`src/tlmd_pkg.sv`:
```
package tlmd_pkg;

  // Header layout: a 32-bit type followed by a 32-bit length, little endian.
  localparam int unsigned HEADER_BYTES = 8;
  localparam int unsigned HDR_CNT_W    = 3;
  localparam logic [HDR_CNT_W-1:0] HDR_LAST = HDR_CNT_W'(HEADER_BYTES - 1);

  // Message type that carries a focus target in its first payload bytes.
  localparam logic [3:0]  FOCUS_TYPE  = 4'd4;
  localparam logic [30:0] FOCUS_BYTES = 31'd4;

  // Reset value of the maximum accepted type.
  localparam logic [3:0] MAX_TYPE_RESET = 4'd10;

  typedef struct packed {
    logic [3:0]         msg_type;
    logic [7:0]         payload_byte;
    logic               payload_valid;
    logic [30:0]        payload_index;
    logic               msg_last;
    logic               header_done;
    logic               type_error;
    logic               focus_valid;
    logic signed [31:0] focus_target;
  } result_t;

endpackage

```
`src/type_length_message_deframer_top.sv`:
```
// Channel  | Direction | Handshake              | Payload
// ---------+-----------+------------------------+-------------------------------
// in       | input     | in_valid_i / in_stall_o | rx_byte_i
// out      | output    | out_valid_o / out_stall_i | msg_type_o .. focus_target_o
// cfg      | input     | cfg_valid_i / cfg_ready_o | cfg_data_i (max valid type)
//
// One byte is taken per cycle while in_stall_o is low; each byte yields exactly
// one result transfer. A byte passes through the input register and then the
// result register, with the combinational deframing step between them; the
// sustained rate is one byte per clock while the result side does not stall.
// Reset clears all control state and sets the maximum type to ten.
// A stall on the result side holds both registers and reaches in_stall_o
// combinationally only when both registers are occupied.
module type_length_message_deframer_top (
  input  logic               clk_i,
  input  logic               rst_ni,
  input  logic               in_valid_i,
  output logic               in_stall_o,
  input  logic [7:0]         rx_byte_i,
  input  logic               cfg_valid_i,
  output logic               cfg_ready_o,
  input  logic [3:0]         cfg_data_i,
  output logic               out_valid_o,
  input  logic               out_stall_i,
  output logic [3:0]         msg_type_o,
  output logic [7:0]         payload_byte_o,
  output logic               payload_valid_o,
  output logic [30:0]        payload_index_o,
  output logic               msg_last_o,
  output logic               header_done_o,
  output logic               type_error_o,
  output logic               focus_valid_o,
  output logic signed [31:0] focus_target_o
);

  import tlmd_pkg::*;

  logic       advance;
  logic       stage_valid;
  logic [7:0] stage_byte;
  logic [3:0] max_type_q;
  result_t    core_result;
  result_t    out_result;

  // The configuration register is always ready; the user must write it only when idle (not enforced here).
  assign cfg_ready_o = 1'b1;

  always_ff @(posedge clk_i or negedge rst_ni) begin
    if (!rst_ni) begin
      max_type_q <= MAX_TYPE_RESET;
    end else if (cfg_valid_i && cfg_ready_o) begin
      max_type_q <= cfg_data_i;
    end
  end

  // Input register: holds the received byte until the deframing step takes it.
  tlmd_in_reg u_in_reg (
    .clk_i      (clk_i),
    .rst_ni     (rst_ni),
    .in_valid_i (in_valid_i),
    .in_stall_o (in_stall_o),
    .rx_byte_i  (rx_byte_i),
    .advance_i  (advance),
    .valid_o    (stage_valid),
    .byte_o     (stage_byte)
  );

  // Deframing step: header assembly, payload tracking and focus capture.
  // Its state advances only when the byte actually moves into the result register.
  tlmd_core u_core (
    .clk_i      (clk_i),
    .rst_ni     (rst_ni),
    .step_i     (stage_valid && advance),
    .byte_i     (stage_byte),
    .max_type_i (max_type_q),
    .result_o   (core_result)
  );

  // Result register: parts the result side from the input side.
  tlmd_out_reg u_out_reg (
    .clk_i       (clk_i),
    .rst_ni      (rst_ni),
    .valid_i     (stage_valid),
    .result_i    (core_result),
    .advance_o   (advance),
    .out_valid_o (out_valid_o),
    .out_stall_i (out_stall_i),
    .result_o    (out_result)
  );

  assign msg_type_o      = out_result.msg_type;
  assign payload_byte_o  = out_result.payload_byte;
  assign payload_valid_o = out_result.payload_valid;
  assign payload_index_o = out_result.payload_index;
  assign msg_last_o      = out_result.msg_last;
  assign header_done_o   = out_result.header_done;
  assign type_error_o    = out_result.type_error;
  assign focus_valid_o   = out_result.focus_valid;
  assign focus_target_o  = out_result.focus_target;

endmodule

```
`src/tlmd_in_reg.sv`:
```
module tlmd_in_reg (
  input  logic       clk_i,
  input  logic       rst_ni,
  input  logic       in_valid_i,
  output logic       in_stall_o,
  input  logic [7:0] rx_byte_i,
  input  logic       advance_i,
  output logic       valid_o,
  output logic [7:0] byte_o
);

  logic       valid_q;
  logic [7:0] byte_q;
  logic       load;

  // The register may take a new byte when it is empty or its byte moves on.
  assign in_stall_o = valid_q && !advance_i;
  assign load       = in_valid_i && !in_stall_o;

  always_ff @(posedge clk_i or negedge rst_ni) begin
    if (!rst_ni) begin
      valid_q <= 1'b0;
    end else if (load) begin
      valid_q <= 1'b1;
    end else if (advance_i) begin
      valid_q <= 1'b0;
    end
  end

  always_ff @(posedge clk_i) begin
    if (load) begin
      byte_q <= rx_byte_i;
    end
  end

  assign valid_o = valid_q;
  assign byte_o  = byte_q;

endmodule

```
`src/tlmd_core.sv`:
```
module tlmd_core (
  input  logic                clk_i,
  input  logic                rst_ni,
  input  logic                step_i,
  input  logic [7:0]          byte_i,
  input  logic [3:0]          max_type_i,
  output tlmd_pkg::result_t   result_o
);

  import tlmd_pkg::*;

  logic [HDR_CNT_W-1:0] hdr_cnt_q, hdr_cnt_d;
  logic [55:0]          hdr_q, hdr_d;
  logic [30:0]          remain_q, remain_d;
  logic [3:0]           type_q, type_d;
  logic [30:0]          offset_q, offset_d;
  logic [31:0]          focus_q, focus_d;
  logic                 err_q, err_d;
  result_t              res;

  always_comb begin
    hdr_cnt_d = hdr_cnt_q;
    hdr_d     = hdr_q;
    remain_d  = remain_q;
    type_d    = type_q;
    offset_d  = offset_q;
    focus_d   = focus_q;
    err_d     = err_q;
    res       = '0;

    if (step_i && !err_q) begin
      if (remain_q == '0) begin
        if (hdr_cnt_q == HDR_LAST) begin
          // Final header byte: the type is complete, the length top byte is this one.
          hdr_cnt_d = '0;
          if ((hdr_q[31:4] != '0) || (hdr_q[3:0] > max_type_i)) begin
            err_d = 1'b1;
          end else begin
            type_d          = hdr_q[3:0];
            remain_d        = byte_i[7] ? '0 : {byte_i[6:0], hdr_q[55:32]};
            offset_d        = '0;
            focus_d         = '0;
            res.header_done = 1'b1;
          end
        end else begin
          hdr_d[{hdr_cnt_q, 3'b000} +: 8] = byte_i;
          hdr_cnt_d = hdr_cnt_q + HDR_CNT_W'(1);
        end
      end else begin
        res.payload_byte  = byte_i;
        res.payload_valid = 1'b1;
        res.payload_index = offset_q;
        if ((type_q == FOCUS_TYPE) && (offset_q < FOCUS_BYTES)) begin
          focus_d[{offset_q[1:0], 3'b000} +: 8] =
            focus_q[{offset_q[1:0], 3'b000} +: 8] | byte_i;
        end
        if (remain_q == 31'd1) begin
          res.msg_last = 1'b1;
          if (type_q == FOCUS_TYPE) begin
            res.focus_valid  = 1'b1;
            res.focus_target = focus_d;
          end
        end
        remain_d = remain_q - 31'd1;
        offset_d = offset_q + 31'd1;
      end
    end

    res.msg_type   = type_d;
    res.type_error = err_d;
  end

  always_ff @(posedge clk_i or negedge rst_ni) begin
    if (!rst_ni) begin
      hdr_cnt_q <= '0;
      hdr_q     <= '0;
      remain_q  <= '0;
      type_q    <= '0;
      offset_q  <= '0;
      focus_q   <= '0;
      err_q     <= 1'b0;
    end else begin
      hdr_cnt_q <= hdr_cnt_d;
      hdr_q     <= hdr_d;
      remain_q  <= remain_d;
      type_q    <= type_d;
      offset_q  <= offset_d;
      focus_q   <= focus_d;
      err_q     <= err_d;
    end
  end

  assign result_o = res;

endmodule

```
`src/tlmd_out_reg.sv`:
```
module tlmd_out_reg (
  input  logic              clk_i,
  input  logic              rst_ni,
  input  logic              valid_i,
  input  tlmd_pkg::result_t result_i,
  output logic              advance_o,
  output logic              out_valid_o,
  input  logic              out_stall_i,
  output tlmd_pkg::result_t result_o
);

  import tlmd_pkg::*;

  logic    valid_q;
  result_t result_q;

  // The result register is free when empty or when its transfer completes now.
  assign advance_o = !valid_q || !out_stall_i;

  always_ff @(posedge clk_i or negedge rst_ni) begin
    if (!rst_ni) begin
      valid_q <= 1'b0;
    end else if (advance_o) begin
      valid_q <= valid_i;
    end
  end

  always_ff @(posedge clk_i) begin
    if (advance_o && valid_i) begin
      result_q <= result_i;
    end
  end

  assign out_valid_o = valid_q;
  assign result_o    = result_q;

endmodule
```
`config.mk`:
```
export PLATFORM = sky130hd
export DESIGN_NAME = type_length_message_deframer_top
export DESIGN_NICKNAME = d
export VERILOG_FILES = /design/src/tlmd_pkg.sv /design/src/type_length_message_deframer_top.sv /design/src/tlmd_in_reg.sv /design/src/tlmd_core.sv /design/src/tlmd_out_reg.sv
export SDC_FILE = /design/constraint.sdc
export NUM_CORES = 1
export LEC_CHECK = 0
export ABC_AREA = 1
export BUFFER_PORTS_ARGS = -buffer_cell sky130_fd_sc_hd__buf_4
export CELL_PAD_IN_SITES_DETAIL_PLACEMENT = 2
export CELL_PAD_IN_SITES_GLOBAL_PLACEMENT = 2
export CORE_MARGIN = 4
export CORE_UTILIZATION = 40
export CTS_BUF_LIST = sky130_fd_sc_hd__clkbuf_8
export CTS_CLUSTER_DIAMETER = 150
export DETAILED_ROUTE_END_ITERATION = 16
export PLACE_DENSITY_LB_ADDON = 0.1
export REMOVE_ABC_BUFFERS = 1
export SLEW_MARGIN = 20
export SYNTH_ARGS = -nofsm -noshare
export SYNTH_HDL_FRONTEND = slang
export SYNTH_SLANG_ARGS = --single-unit
```
`constraint.sdc`:
```
create_clock -name clk_i -period 19.5 [get_ports clk_i]
set_input_delay 3.9 -clock clk_i [delete_from_list [all_inputs] [get_ports clk_i]]
set_output_delay 3.9 -clock clk_i [all_outputs]
set_load 0.01 [all_outputs]
```
After elaboration in Yosys (flattened, before gate mapping)
Cells that the tools add are included.
- bits in registers: 252
- input bits: 17
- output and inout bits: 83
- word-level logic and storage cells: 92
- $add $sub $neg: 5
- $lt $le $gt $ge: 2
- equal/unequal tests: 5
- shift-type cells: 5
- mux-type cells: 28
- bitwise gates (word level): 5
- reduce and logical (&&, ||, !) cells: 22
- operators by type and width (cell ; number):
    $mux 31 ; 7
    $mux 32 ; 4
    $mux 33 ; 2
    $bwmux 56 ; 1
    $shift 8x8->56 const A ; 1
    $shiftx 8x8->56 ; 1
    $bwmux 32 ; 1
    $shift 8x7->32 const A ; 1
    $shiftx 32x6->8 ; 1
    $shiftx 8x7->32 ; 1
    $add 31x1->31 const B ; 1
    $eq 31x1->1 const B ; 1
    $logic_not 31->1 ; 1
    $lt 31x3->1 const B ; 1
    $sub 31x1->31 const B ; 1
    $reduce_bool 28->1 ; 1
    $mux 4 ; 4
    $reduce_and 3->1 ; 3
    $mux 1 ; 8
    $neg 6->8 ; 1
    $or 8x8->8 ; 1
    $neg 5->7 ; 1
    $logic_and 1x1->1 ; 5
    $logic_not 1->1 ; 5
    13 further kinds ; 18

Logic depth before layout (Yosys ltp)
Gate-level depths: netlist of run 1.
- depth after elaboration: 7
- gate-level depth with buffers: 14
- mapped depth without buffers: 12

Hierarchy
A second synthesis of run 1 with hierarchy kept.
- cell total of the unflattened synthesis: 1720
- area total of the unflattened synthesis: 13282.7 um^2
- by module, submodules not included (module ; times used ; cells an instance ; area an instance (um^2) ; sequential area each (um^2)):
    tlmd_core ; 1 ; 1599 ; 10371.2 ; 3953.8
    tlmd_out_reg ; 1 ; 85 ; 2443.6 ; 2427.3
    tlmd_in_reg ; 1 ; 15 ; 297.8 ; 265.3
    type_length_message_deframer_top ; 1 ; 21 ; 170.2 ; 102.6

Worst setup path after synthesis of run 1
OpenSTA, ideal clock, no wires.
- path kind: input-to-reg
- start: input port out_stall_i
- end: register u_core.offset_q[1]
- library setup time: 0.145 ns
- data arrival time: 9.599 ns
- data required time: 19.355 ns
- path slack: 9.757 ns
- cell stages on the path: 8
- buffers on the path: 2
- cell sequence: a21oi_1 nand2_1 nor2_1 nand3_1 nand2_2 buf_2 buf_2 o22ai_1
- word-level cells in the longest chain between the ends: 5
- RTL lines (element ; RTL line ; source):
    start: declaration ; type_length_message_deframer_top.sv:24 ; input logic out_stall_i,
    $logic_not 1->1 ; tlmd_out_reg.sv:18 ; assign advance_o = !valid_q || !out_stall_i;
    $logic_or 1x1->1 ; tlmd_out_reg.sv:18 ;
    $logic_and 1x1->1 ; type_length_message_deframer_top.sv:73 ; .step_i (stage_valid && advance),
    $logic_and 1x1->1 ; tlmd_core.sv:31 ; if (step_i && !err_q) begin
    $reduce_and 3->1 (no source line) ; - ;
    end signal: assignment ; tlmd_core.sv:87 ; offset_q <= offset_d;
    end: declaration ; tlmd_core.sv:16 ; logic [30:0] offset_q, offset_d;
Every way passes these cells.
A chain may end at the register's enable or synchronous reset.

Final worst setup path of run 1
- start: input port out_stall_i
- end: output port in_stall_o
- word-level cells in the longest chain between the ends: 4
- RTL lines (element ; RTL line ; source):
    $logic_not 1->1 ; tlmd_out_reg.sv:18 ;
    $logic_or 1x1->1 ; tlmd_out_reg.sv:18 ;
    $logic_not 1->1 ; tlmd_in_reg.sv:17 ; assign in_stall_o = valid_q && !advance_i;
    $logic_and 1x1->1 ; tlmd_in_reg.sv:17 ;
    end: declaration ; type_length_message_deframer_top.sv:18 ; output logic in_stall_o,
Every way passes these cells.

==> flow_summary_export.csv, run 1 <==
group,metric,value,unit
run_status,status,"completed",
logic_synthesis,synth_top_area_frac,0.315,
worst_setup_path,arrival,4340,ps
worst_setup_path,cp-start-kind,"input port",
clocking,ctsHtreeMaxLevel,2,
power_and_ir_drop,power.density,75.5,nW/um2
placement,globalplace.congestion,0.828,
sta,fmax,0.121,GHz
clocking,cts_buffers,46,
floorplanning,die_w,187,um
logic_synthesis,syn-cell-area,12900,um2
worst_setup_path,crit_slowest_cell,"buf_4",
grt,grt_usage,0.262,
worst_setup_path,crit_chain,"buf_4, nand2_1, nor2_1, buf_4",
grt,grt_pass1_vias,13100,
clocking,clk_latency,580,ps
sta,rsz0062_at_grt,"no",
clocking,clk_path_buf_depth,3,
floorplanning,fp.dieArea,35100,um2
logic_synthesis,yosys.area_share.simple,0.349,
logic_synthesis,synth-compound-area-share,0.0389,
logic_synthesis,synth_top_family_by_area,"simple AND/OR/NAND/NOR gates",
floorplanning,start_util,0.407,
sta,hold_viol,0,
clocking,path_clk_slew,60,ps
power_and_ir_drop,peakVddDrop,0.0000597,V
sta,slew_headroom,0.290,
worst_hold_path,hold_class,"register to register",
placement,place_inst,2087,
sta,setup_tns,0,ps
final_layout,nFillCells,3602,
logic_synthesis,synth_area_leaders,"dfrtp_1 (31%), edfxtp_1 (21%), nand2_1 (19%)",
sta,setup_viol,0,
logic_synthesis,yosysSeqAreaShare,0.524,
logic_synthesis,yosysTopAreaCell,"dfrtp_1",
logic_synthesis,netlist_top_cells_count,"nand2_1 (636), nor2_1 (190), dfrtp_1 (162), nand3_1 (155), inv_1 (94)",
grt,antenna_found_initial,0,
sta,skew,16.4,ps
power_and_ir_drop,p_leak,7.68,nW
clocking,cts_tree,"yes",
final_layout,drive_gt1_frac,0.110,
clocking,cts_root_buffer,"clkbuf_8",
clocking,ctsHoldBuffers,0,
sta,period_needed,8240,ps
worst_setup_path,worstSetupPathType,"input port to output port",
clocking,cts_resized,0,
detailed_routing,avgRoutedWirePerCell,21.0,um
final_layout,multi_input_area,5490,um2
placement,port-buffer-count,98,
sta,timing.final.crit_share,0.422,
logic_synthesis,yosys_warnings,0,
sta,whs,475,ps
final_layout,finalNetCount,1767,
detailed_routing,drt_iter0_drc,651,
grt,grt_start_max_net_pins,76,
logic_synthesis,yosysMostFrequentCell,"nand2_1",
clocking,cts.sinks,252,
final_layout,stdcell_area,14800,um2
placement,post-dp-hpwl,31100,um
worst_setup_path,crit_top_cell,"buf_4",
logic_synthesis,syn_inst,1634,
logic_synthesis,synth.distinct_cells,37,
floorplanning,rows,65,
worst_setup_path,crit_path_max_incr_delay,140,ps
clocking,post_cts_buffers,0,
sta,worst_pin_slew,1060,ps
detailed_routing,ant_nets,0,
floorplanning,fp.dieH,187,um
worst_setup_path,endpoint_kind,"output port",
worst_setup_path,cp_max_fo,2,
floorplanning,io-pin-count,100,
detailed_routing,drt_drc_violations_left,0,
final_layout,diodes,0,
logic_synthesis,synth_mux_area_frac,0.000874,
logic_synthesis,synth-edff-count,88,
final_layout,finalNonFillerCells,2170,
floorplanning,fp.coreArea,31600,um2
grt,grt_first_pass_wirelength,74200,um
sta,finalMaxSlewViolations,0,
detailed_routing,vias,11800,
logic_synthesis,async_reset_ff_frac,0.651,
placement,postPlaceCellArea,13900,um2
final_layout,regArea,6750,um2
detailed_routing,drt_wl_total,45600,um
grt,overflow,0,
detailed_routing,dr.pass1.iters,5,
logic_synthesis,synth_ff_type,"dfrtp_1",
worst_setup_path,cp.required,15600,ps
logic_synthesis,synth_xor_area_frac,0.0204,
logic_synthesis,synth_seq_cells,252,
logic_synthesis,avgSynthCellArea,7.88,um2
logic_synthesis,synthAdderAreaFrac,0.0155,
detailed_routing,vias_per_cell,5.42,
run,max-cap-violations,0,
final_layout,syn_to_final_growth,15.1,%
==> where the power goes <==
| part | leakage, nW | internal (W) | switching, W |
|---|---|---|---|
| clock | 0.521 | 0.000245 | 0.000229 |
| combinational | 4.22 | 0.0000239 | 0.0000400 |
| sequential | 2.94 | 0.000570 | 0.0000112 |
| total | 7.68 | 0.000839 | 0.000281 |
==> sequential cells by signal, indices dropped and copies added (netlist names) <==
signal	flops
u_out_reg.result_o	80
u_core.hdr_q	56
u_core.focus_q	32
u_core.offset_q	31
u_core.remain_q	31
u_in_reg.byte_o	8
max_type_q	4
u_core.type_q	4
u_core.hdr_cnt_q	3
u_core.err_q	1
u_in_reg.valid_o	1
u_out_reg.out_valid_o	1
==> worst paths after layout <==
| path | start | to | slack, ps | cells after the start |
|---|---|---|---|---|
| min in group asynchronous | rst_ni | u_core.remain_q[9]$_DFFE_PN0P_ | 3320 | 1 |
| min | u_core.hdr_q[30]$_DFFE_PN0P_ | u_core.hdr_q[30]$_DFFE_PN0P_ | 470 | 2 |
| min reg2reg | u_core.hdr_q[30]$_DFFE_PN0P_ | u_core.hdr_q[30]$_DFFE_PN0P_ | 470 | 2 |
| max in group asynchronous | rst_ni | u_core.hdr_q[18]$_DFFE_PN0P_ | 14950 | 2 |
| max reg2reg | u_core.remain_q[0]$_DFFE_PN0P_ | u_core.remain_q[22]$_DFFE_PN0P_ | 15570 | 14 |
| max | out_stall_i | in_stall_o | 11260 | 4 |
==> cell families after synthesis <==
kind of cell,Yosys count
mux,1
xor+xnor,30
compound gates,94
other cells,1
buf+inv,159
fa+ha+maj,16
simple gates,1081
flops,252
==> metrics by stage <==
| stage | utilization | setup WS, ps | power, W |
|---|---|---|---|
| after global routing | 0.468 | 11200 | 0.00117 |
| after global placement | 0.441 | 11270 | 0.000652 |
| after detailed placement | 0.441 | 11270 | 0.000654 |
| final | 0.468 | 11260 | 0.00112 |
| after CTS | 0.468 | 11260 | 0.00114 |
| after floorplan | - | 8020 | 0.000609 |
==> layer usage <==
layer	routed length [um]	vias up	global-route usage
li1	-	5507	-
met1	20700	5947	0.360
met2	22000	222	0.439
met3	1780	75	0.0368
met4	1050	0	0.0663
met5	0	-	0
==> cell usage in the layout (no fill, tap or decap), types with 2 or more instances in the layout <==
cell type,instances
nor4_1,18
clkbuf_8,53
edfxtp_1,88
o21bai_1,4
nand3_1,154
inv_1,119
nand2_2,8
o22ai_1,17
xnor2_1,7
o21ai_0,38
nor2_4,2
clkinv_1,5
dfstp_2,2
dfrtp_1,162
nor2_2,6
nand4_1,27
a21oi_1,34
nor3_1,32
inv_2,2
buf_4,109
xor2_1,23
nor2_1,189
ha_1,16
nand2_1,636
==> critical path, delay by kind of cell <==
| family | cells | cell delay, ps |
|---|---|---|
| buffers and inverters | 2 | 240 |
| AND/OR/NAND/NOR | 2 | 190 |
==> area by class of cell <==
type	instances	share of cell area
inverters	100	0.0255
clock buffers	53	0.0492
well taps	402	0.0339
clock inverters	29	0.00768
repair buffers	111	0.0578
multi-input cells	1223	0.371
flip-flops and latches	252	0.455
Power figures use the tool's default switching activity.
==> run 2, diff against run 1 <==
--- a/config.mk
+++ b/config.mk
@@ -5,12 +5,12 @@
 export SDC_FILE = /design/constraint.sdc
 export NUM_CORES = 1
 export LEC_CHECK = 0
-export ABC_AREA = 1
+export ABC_AREA = 0
 export BUFFER_PORTS_ARGS = -buffer_cell sky130_fd_sc_hd__buf_4
 export CELL_PAD_IN_SITES_DETAIL_PLACEMENT = 2
 export CELL_PAD_IN_SITES_GLOBAL_PLACEMENT = 2
 export CORE_MARGIN = 4
-export CORE_UTILIZATION = 40
+export CORE_UTILIZATION = 38
 export CTS_BUF_LIST = sky130_fd_sc_hd__clkbuf_8
 export CTS_CLUSTER_DIAMETER = 150
 export DETAILED_ROUTE_END_ITERATION = 16
==> constraint.sdc (replaced) <==
create_clock -name clk_i -period 6.6 [get_ports clk_i]
set_input_delay 1.32 -clock clk_i [delete_from_list [all_inputs] [get_ports clk_i]]
set_output_delay 1.32 -clock clk_i [all_outputs]
set_load 0.01 [all_outputs]
==> flow_summary_export.csv, run 2 <==
group,metric,value,unit
detailed_routing,drt_wl_total,37000,um
final_layout,syn_to_final_growth,18.0,%
placement,port-buffer-count,98,
grt,grt_start_max_net_pins,63,
detailed_routing,ant_nets,0,
sta,skew,24.4,ps
clocking,cts_root_buffer,"clkbuf_8",
floorplanning,fp.coreArea,30000,um2
sta,rsz0062_at_grt,"no",
logic_synthesis,synth_top_area_frac,0.347,
sta,setup_tns,0,ps
grt,antenna_found_initial,0,
logic_synthesis,synth_ff_type,"dfrtp_1",
final_layout,finalNetCount,1163,
placement,post-dp-hpwl,24500,um
power_and_ir_drop,peakVddDrop,0.000139,V
clocking,ctsHoldBuffers,0,
detailed_routing,dr.pass1.iters,6,
sta,period_needed,3880,ps
floorplanning,fp.dieArea,33600,um2
worst_setup_path,crit_chain,"buf_4, a21boi_4, nor2b_1, and2_1, nand4_1, buf_4, nand3_1, o21ai_0",
worst_setup_path,worstSetupPathType,"input port to register",
floorplanning,rows,63,
final_layout,largest_register_ff_count,80,
detailed_routing,drt_iter0_drc,554,
power_and_ir_drop,switching_power,0.00109,W
logic_synthesis,synth_seq_cells,252,
logic_synthesis,synth-edff-count,88,
clocking,cts_buffers,46,
final_layout,drive_gt1_frac,0.233,
worst_setup_path,arrival,4310,ps
worst_setup_path,reg2reg_depth,8,
logic_synthesis,synth_area_leaders,"dfrtp_1 (35%), edfxtp_1 (23%), mux2_2 (4.2%)",
worst_setup_path,endpoint_kind,"register",
clocking,post_cts_buffers,0,
power_and_ir_drop,p_seq_frac,0.490,
detailed_routing,vias_per_cell,5.80,
final_layout,final_common_cell,"dfrtp_1",
worst_setup_path,crit_slowest_cell,"nor2b_1",
worst_setup_path,cpLargestDelayFamily,"simple AND/OR/NAND/NOR gates",
clocking,clk_latency,570,ps
power_and_ir_drop,clkPwrFrac,0.398,
power_and_ir_drop,p_leak,5.80,nW
floorplanning,io-pin-count,100,
logic_synthesis,syn-cell-area,11700,um2
worst_hold_path,min_from,"u_core.hdr_q[39]$_DFFE_PN0P_",
grt,grt_pass1_vias,9774,
floorplanning,fp.dieH,183,um
power_and_ir_drop,p_int,0.00271,W
worst_hold_path,holdPathEnd,"u_core.hdr_q[39]$_DFFE_PN0P_",
worst_setup_path,worst_r2r_startpoint,"u_core.remain_q[0]$_DFFE_PN0P_",
logic_synthesis,syn_inst,1026,
clocking,clk_path_buf_depth,3,
worst_setup_path,cp-start-kind,"input port",
sta,slew_headroom,0.249,
sta,finalMaxSlewViolations,0,
placement,place_inst,1472,
worst_setup_path,crit_top_cell,"buf_4",
power_and_ir_drop,switching_share,0.287,
worst_hold_path,hold_class,"register to register",
logic_synthesis,avgSynthCellArea,11.4,um2
logic_synthesis,yosysSeqAreaShare,0.578,
detailed_routing,vias,9042,
worst_setup_path,r2r_slack,2970,ps
clocking,ctsHtreeMaxLevel,2,
final_layout,finalNonFillerCells,1558,
grt,grt_first_pass_wirelength,58200,um
run_status,status,"completed",
clocking,path_clk_slew,70,ps
detailed_routing,avgRoutedWirePerCell,23.7,um
sta,hold_viol,0,
run,max-cap-violations,0,
sta,fmax,0.258,GHz
clocking,cts.sinks,252,
logic_synthesis,synth.distinct_cells,66,
detailed_routing,drt_drc_violations_left,0,
logic_synthesis,netlist_top_cells_count,"dfrtp_1 (162), edfxtp_1 (88), nor2_1 (73), nand2_1 (66), o21ai_0 (65)",
sta,timing.final.crit_share,0.588,
power_and_ir_drop,p_comb_frac,0.112,
sta,worst_pin_slew,1110,ps
sta,setup_viol,0,
logic_synthesis,yosys_warnings,0,
worst_hold_path,whs_path_depth,2,
power_and_ir_drop,p_total,0.00379,W
worst_setup_path,cp_max_fo,24,
clocking,cts_tree,"yes",
power_and_ir_drop,power.density,276,nW/um2
final_layout,layout_common_cells,"dfrtp_1 (162), buf_4 (112), edfxtp_1 (88)",
floorplanning,die_w,183,um
grt,overflow,0,
worst_setup_path,cp.required,7030,ps
logic_synthesis,yosysTopAreaCell,"dfrtp_1",
final_layout,diodes,0,
logic_synthesis,async_reset_ff_frac,0.651,
placement,globalplace.congestion,0.796,
logic_synthesis,yosysMostFrequentCell,"dfrtp_1",
grt,grt_usage,0.219,
worst_setup_path,crit_buf_inv,2,
worst_setup_path,r2r_end,"u_core.remain_q[17]$_DFFE_PN0P_",
floorplanning,start_util,0.390,
clocking,cts_resized,0,
worst_setup_path,crit_path_max_incr_delay,610,ps
## run 2: cell count changes in the layout (fill, tap and decap cells not counted), sizes merged, moves of 10 or more
cell	previous run	this run
and2	1	41
and3	1	15
o211ai	0	10
or2	1	12
nand2	645	67
nor2	197	73
inv	122	40
a22oi	0	28
o21ai	38	65
o2bb2ai	0	34
nor4	18	32
mux2	1	52
xor2	23	1
nand3	155	60
## run 2: kinds of logic (layout without fill, tap and decap cells)
family,Yosys count,count (layout),share of synthesized area
AND/OR/NAND/NOR,389,389,0.177
flip-flops,252,252,0.578
AO/OA/AOI/OAI,222,222,0.128
buffers and inverters,81,223,0.0268
multiplexers,63,63,0.0708
adder cells (fa/ha/maj),16,16,0.0172
XOR/XNOR,2,2,0.00150
other,1,1,0.000321
## run 2: how the worst max path moves through the flow
| stage | slack [ps] | from | endpoint | depth (start not counted) |
|---|---|---|---|---|
| 2_1_floorplan | -4200 | out_stall_i | u_core.remain_q[7]$_DFFE_PN0P_ | 6 |
| 3_3_place_gp | 2200 | out_stall_i | u_core.remain_q[7]$_DFFE_PN0P_ | 8 |
| 3_5_place_dp | 2050 | out_stall_i | u_core.focus_q[3]$_DFFE_PN0P_ | 8 |
| 4_1_cts | 2650 | out_stall_i | u_core.focus_q[3]$_DFFE_PN0P_ | 8 |
| 5_1_grt | 2490 | out_stall_i | u_core.offset_q[28]$_DFFE_PN0P_ | 9 |
| 6_report | 2720 | out_stall_i | u_core.focus_q[3]$_DFFE_PN0P_ | 8 |
## run 2: worst reg2reg max path, stage by stage (launching register included)
cell	delay, ps
dfrtp_1	470
inv_1	130
ha_1	220
nor4b_2	640
and4_1	600
nand2_1	280
nor4_2	820
a31oi_1	190
a21bo_2	240
## run 2: cell type report
cell class | instances | area (um2)
clock buffer | 57 | 785
clock inverter | 29 | 155
fill | 3133 | 16200
inverter | 24 | 90.1
multi-input combinational | 693 | 4640
sequential | 252 | 6750
tap | 390 | 488
timing repair buffer | 113 | 852
## run 2: layer usage
layer / part of all wire / vias up / track usage
met3: 0.041 / 60 / 0.0333
met5: 0 / - / 0
met1: 0.45 / 4710 / 0.294
li1: - / 4069 / -
met4: 0.019 / 0 / 0.0513
met2: 0.50 / 203 / 0.377
## run 2: power groups by stage
stage	clock network, W	logic, W	registers [W]
2_1_floorplan	0	0.000233	0.00186
3_3_place_gp	0	0.000416	0.00188
3_5_place_dp	0	0.000430	0.00189
4_1_cts	0.00155	0.000433	0.00186
5_1_grt	0.00163	0.000470	0.00187
6_report	0.00151	0.000427	0.00186
## run 2: through the flow
stage	cell area [um2]	worst slack, ps	hold WS (ps)	util
after floorplan	11400	-4200	443	-
final	13800	2720	486	0.459
after global routing	13800	2490	519	0.459
after global placement	12800	2200	464	0.428
after CTS	13800	2650	494	0.459
after detailed placement	12800	2050	481	0.428
==> run 3, diff against run 2 <==
==> constraint.sdc (replaced) <==
create_clock -name clk_i -period 3.3 [get_ports clk_i]
set_input_delay 0.66 -clock clk_i [delete_from_list [all_inputs] [get_ports clk_i]]
set_output_delay 0.66 -clock clk_i [all_outputs]
set_load 0.01 [all_outputs]
==> flow_summary_export.csv, run 3 (same netlist as run 2, synthesis figures left out) <==
group,metric,value,unit
clocking,post_cts_buffers,0,
grt,grt_first_pass_wirelength,60200,um
clocking,ctsHoldBuffers,0,
sta,finalMaxSlewViolations,0,
worst_setup_path,reg2reg_depth,9,
run_status,status,"completed",
power_and_ir_drop,clkPwrFrac,0.374,
clocking,clk_path_buf_depth,3,
sta,period_needed,2940,ps
placement,port-buffer-count,98,
worst_setup_path,r2r_slack,360,ps
detailed_routing,drt_iter0_drc,596,
detailed_routing,dr.pass1.iters,4,
grt,antenna_found_initial,1,
worst_setup_path,arrival,3360,ps
sta,skew,26.1,ps
detailed_routing,vias,9224,
sta,fmax,0.340,GHz
grt,grt_pass1_vias,10200,
grt,grt_start_max_net_pins,62,
worst_hold_path,hold_class,"input port to async pin",
final_layout,layout_common_cells,"dfrtp_1 (162), buf_4 (156), edfxtp_1 (88)",
detailed_routing,drt_drc_violations_left,0,
final_layout,stdcell_area,14000,um2
power_and_ir_drop,p_seq_frac,0.494,
detailed_routing,wl_met1,17000,um
detailed_routing,ant_nets,0,
worst_setup_path,worstSetupPathType,"register to register",
detailed_routing,drt_wl_total,38200,um
placement,postPlaceCellArea,13200,um2
power_and_ir_drop,p_comb_frac,0.131,
sta,setup_viol,0,
power_and_ir_drop,p_int,0.00526,W
worst_setup_path,cp_max_fo,27,
final_layout,finalNetCount,1208,
final_layout,largest_register_ff_count,80,
sta,worst_pin_slew,949,ps
worst_setup_path,cp-start-kind,"register",
final_layout,drive_gt1_frac,0.255,
detailed_routing,routed-wl-met3,1950,um
floorplanning,rows,63,
final_layout,nFillCells,3131,
clocking,cts_tree,"yes",
final_layout,syn_to_final_growth,20.1,%
floorplanning,start_util,0.390,
grt,grt_usage,0.228,
sta,timing.final.crit_share,0.892,
sta,whs,45.3,ps
grt,overflow,0,
clocking,cts_resized,0,
power_and_ir_drop,power.density,528,nW/um2
worst_setup_path,worst_r2r_startpoint,"max_type_q[1]$_DFFE_PN1P_",
floorplanning,fp.dieH,183,um
worst_setup_path,cp.required,3710,ps
final_layout,diodes,0,
detailed_routing,vias_per_cell,5.77,
placement,globalplace.congestion,0.829,
sta,rsz0062_at_grt,"no",
detailed_routing,highest_layer,"met4",
floorplanning,die_w,183,um
clocking,cts_root_buffer,"clkbuf_8",
sta,hold_viol,0,
sta,slew_headroom,0.367,
power_and_ir_drop,p_leak,5.99,nW
floorplanning,io-pin-count,100,
power_and_ir_drop,switching_power,0.00215,W
clocking,cts_buffers,45,
final_layout,final_common_cell,"dfrtp_1",
placement,post-dp-hpwl,26200,um
worst_setup_path,endpoint_kind,"register",
power_and_ir_drop,peakVddDrop,0.000270,V
clocking,cts.sinks,252,
floorplanning,fp.dieArea,33600,um2
clocking,path_clk_slew,60,ps
detailed_routing,avgRoutedWirePerCell,23.9,um
worst_setup_path,r2r_end,"u_core.focus_q[27]$_DFFE_PN0P_",
detailed_routing,wl_met2,18500,um
clocking,ctsHtreeMaxLevel,2,
clocking,clk_latency,570,ps
power_and_ir_drop,switching_share,0.290,
floorplanning,fp.coreArea,30000,um2
run,max-cap-violations,0,
## run 3: final cells by class
type	count	area, um2	share of cell area
clock inverters	28	125	0.00893
repair buffers	159	1220	0.0872
flip-flops and latches	252	6750	0.482
multi-input cells	693	4630	0.330
clock buffers	52	716	0.0511
inverters	24	90.1	0.00643
well taps	390	488	0.0348
## run 3: worst max-delay path by stage
stage                                     from                              end  slack, ps  cells after the start
2_1_floorplan                      out_stall_i   u_core.remain_q[7]$_DFFE_PN0P_      -6840                      6
3_3_place_gp    u_core.remain_q[0]$_DFFE_PN0P_      u_core.hdr_q[3]$_DFFE_PN0P_        430                      9
3_5_place_dp                       out_stall_i  u_core.offset_q[23]$_DFFE_PN0P_        340                      9
4_1_cts         u_core.remain_q[0]$_DFFE_PN0P_      u_core.hdr_q[3]$_DFFE_PN0P_        350                      9
5_1_grt        u_core.remain_q[21]$_DFFE_PN0P_    u_core.focus_q[1]$_DFFE_PN0P_        120                      8
6_report             max_type_q[1]$_DFFE_PN1P_   u_core.focus_q[27]$_DFFE_PN0P_        360                      9
## run 3: stage by stage
stage | std cells | TNS [ps] | setup slack, ps | util | total power, W
finish | 1598 | 0 | 356 | 0.468 | 0.00740
global route | 1598 | 0 | 121 | 0.468 | 0.00779
CTS | 1598 | 0 | 349 | 0.468 | 0.00751
detailed placement | 1518 | 0 | 344 | 0.440 | 0.00470
global placement | 1518 | 0 | 427 | 0.440 | 0.00466
floorplan | 969 | -1703920 | -6840 | - | 0.00419
## run 3: worst max-delay path, cell delays in order, from the launching register on
cell	delay, ps
dfstp_2	510
inv_1	50
ha_1	300
nor2b_1	130
o211a_1	210
o21ai_0	520
nand4_1	240
buf_4	320
o21a_1	310
o2bb2ai_1	200
## run 3: layer usage
metal / up-vias / GRT usage
met3: 52 / 0.0305
met4: 0 / 0.0584
li1: 4149 / -
met2: 210 / 0.385
met5: - / 0
met1: 4813 / 0.314
## run 3: power by group through the flow
| stage | clock network, W | logic, W | registers (W) |
|---|---|---|---|
| after CTS | 0.00286 | 0.000988 | 0.00366 |
| final | 0.00277 | 0.000973 | 0.00366 |
| after global placement | 0 | 0.000952 | 0.00371 |
| after global routing | 0.00301 | 0.00108 | 0.00370 |
| after detailed placement | 0 | 0.000981 | 0.00372 |
| after floorplan | 0 | 0.000467 | 0.00372 |
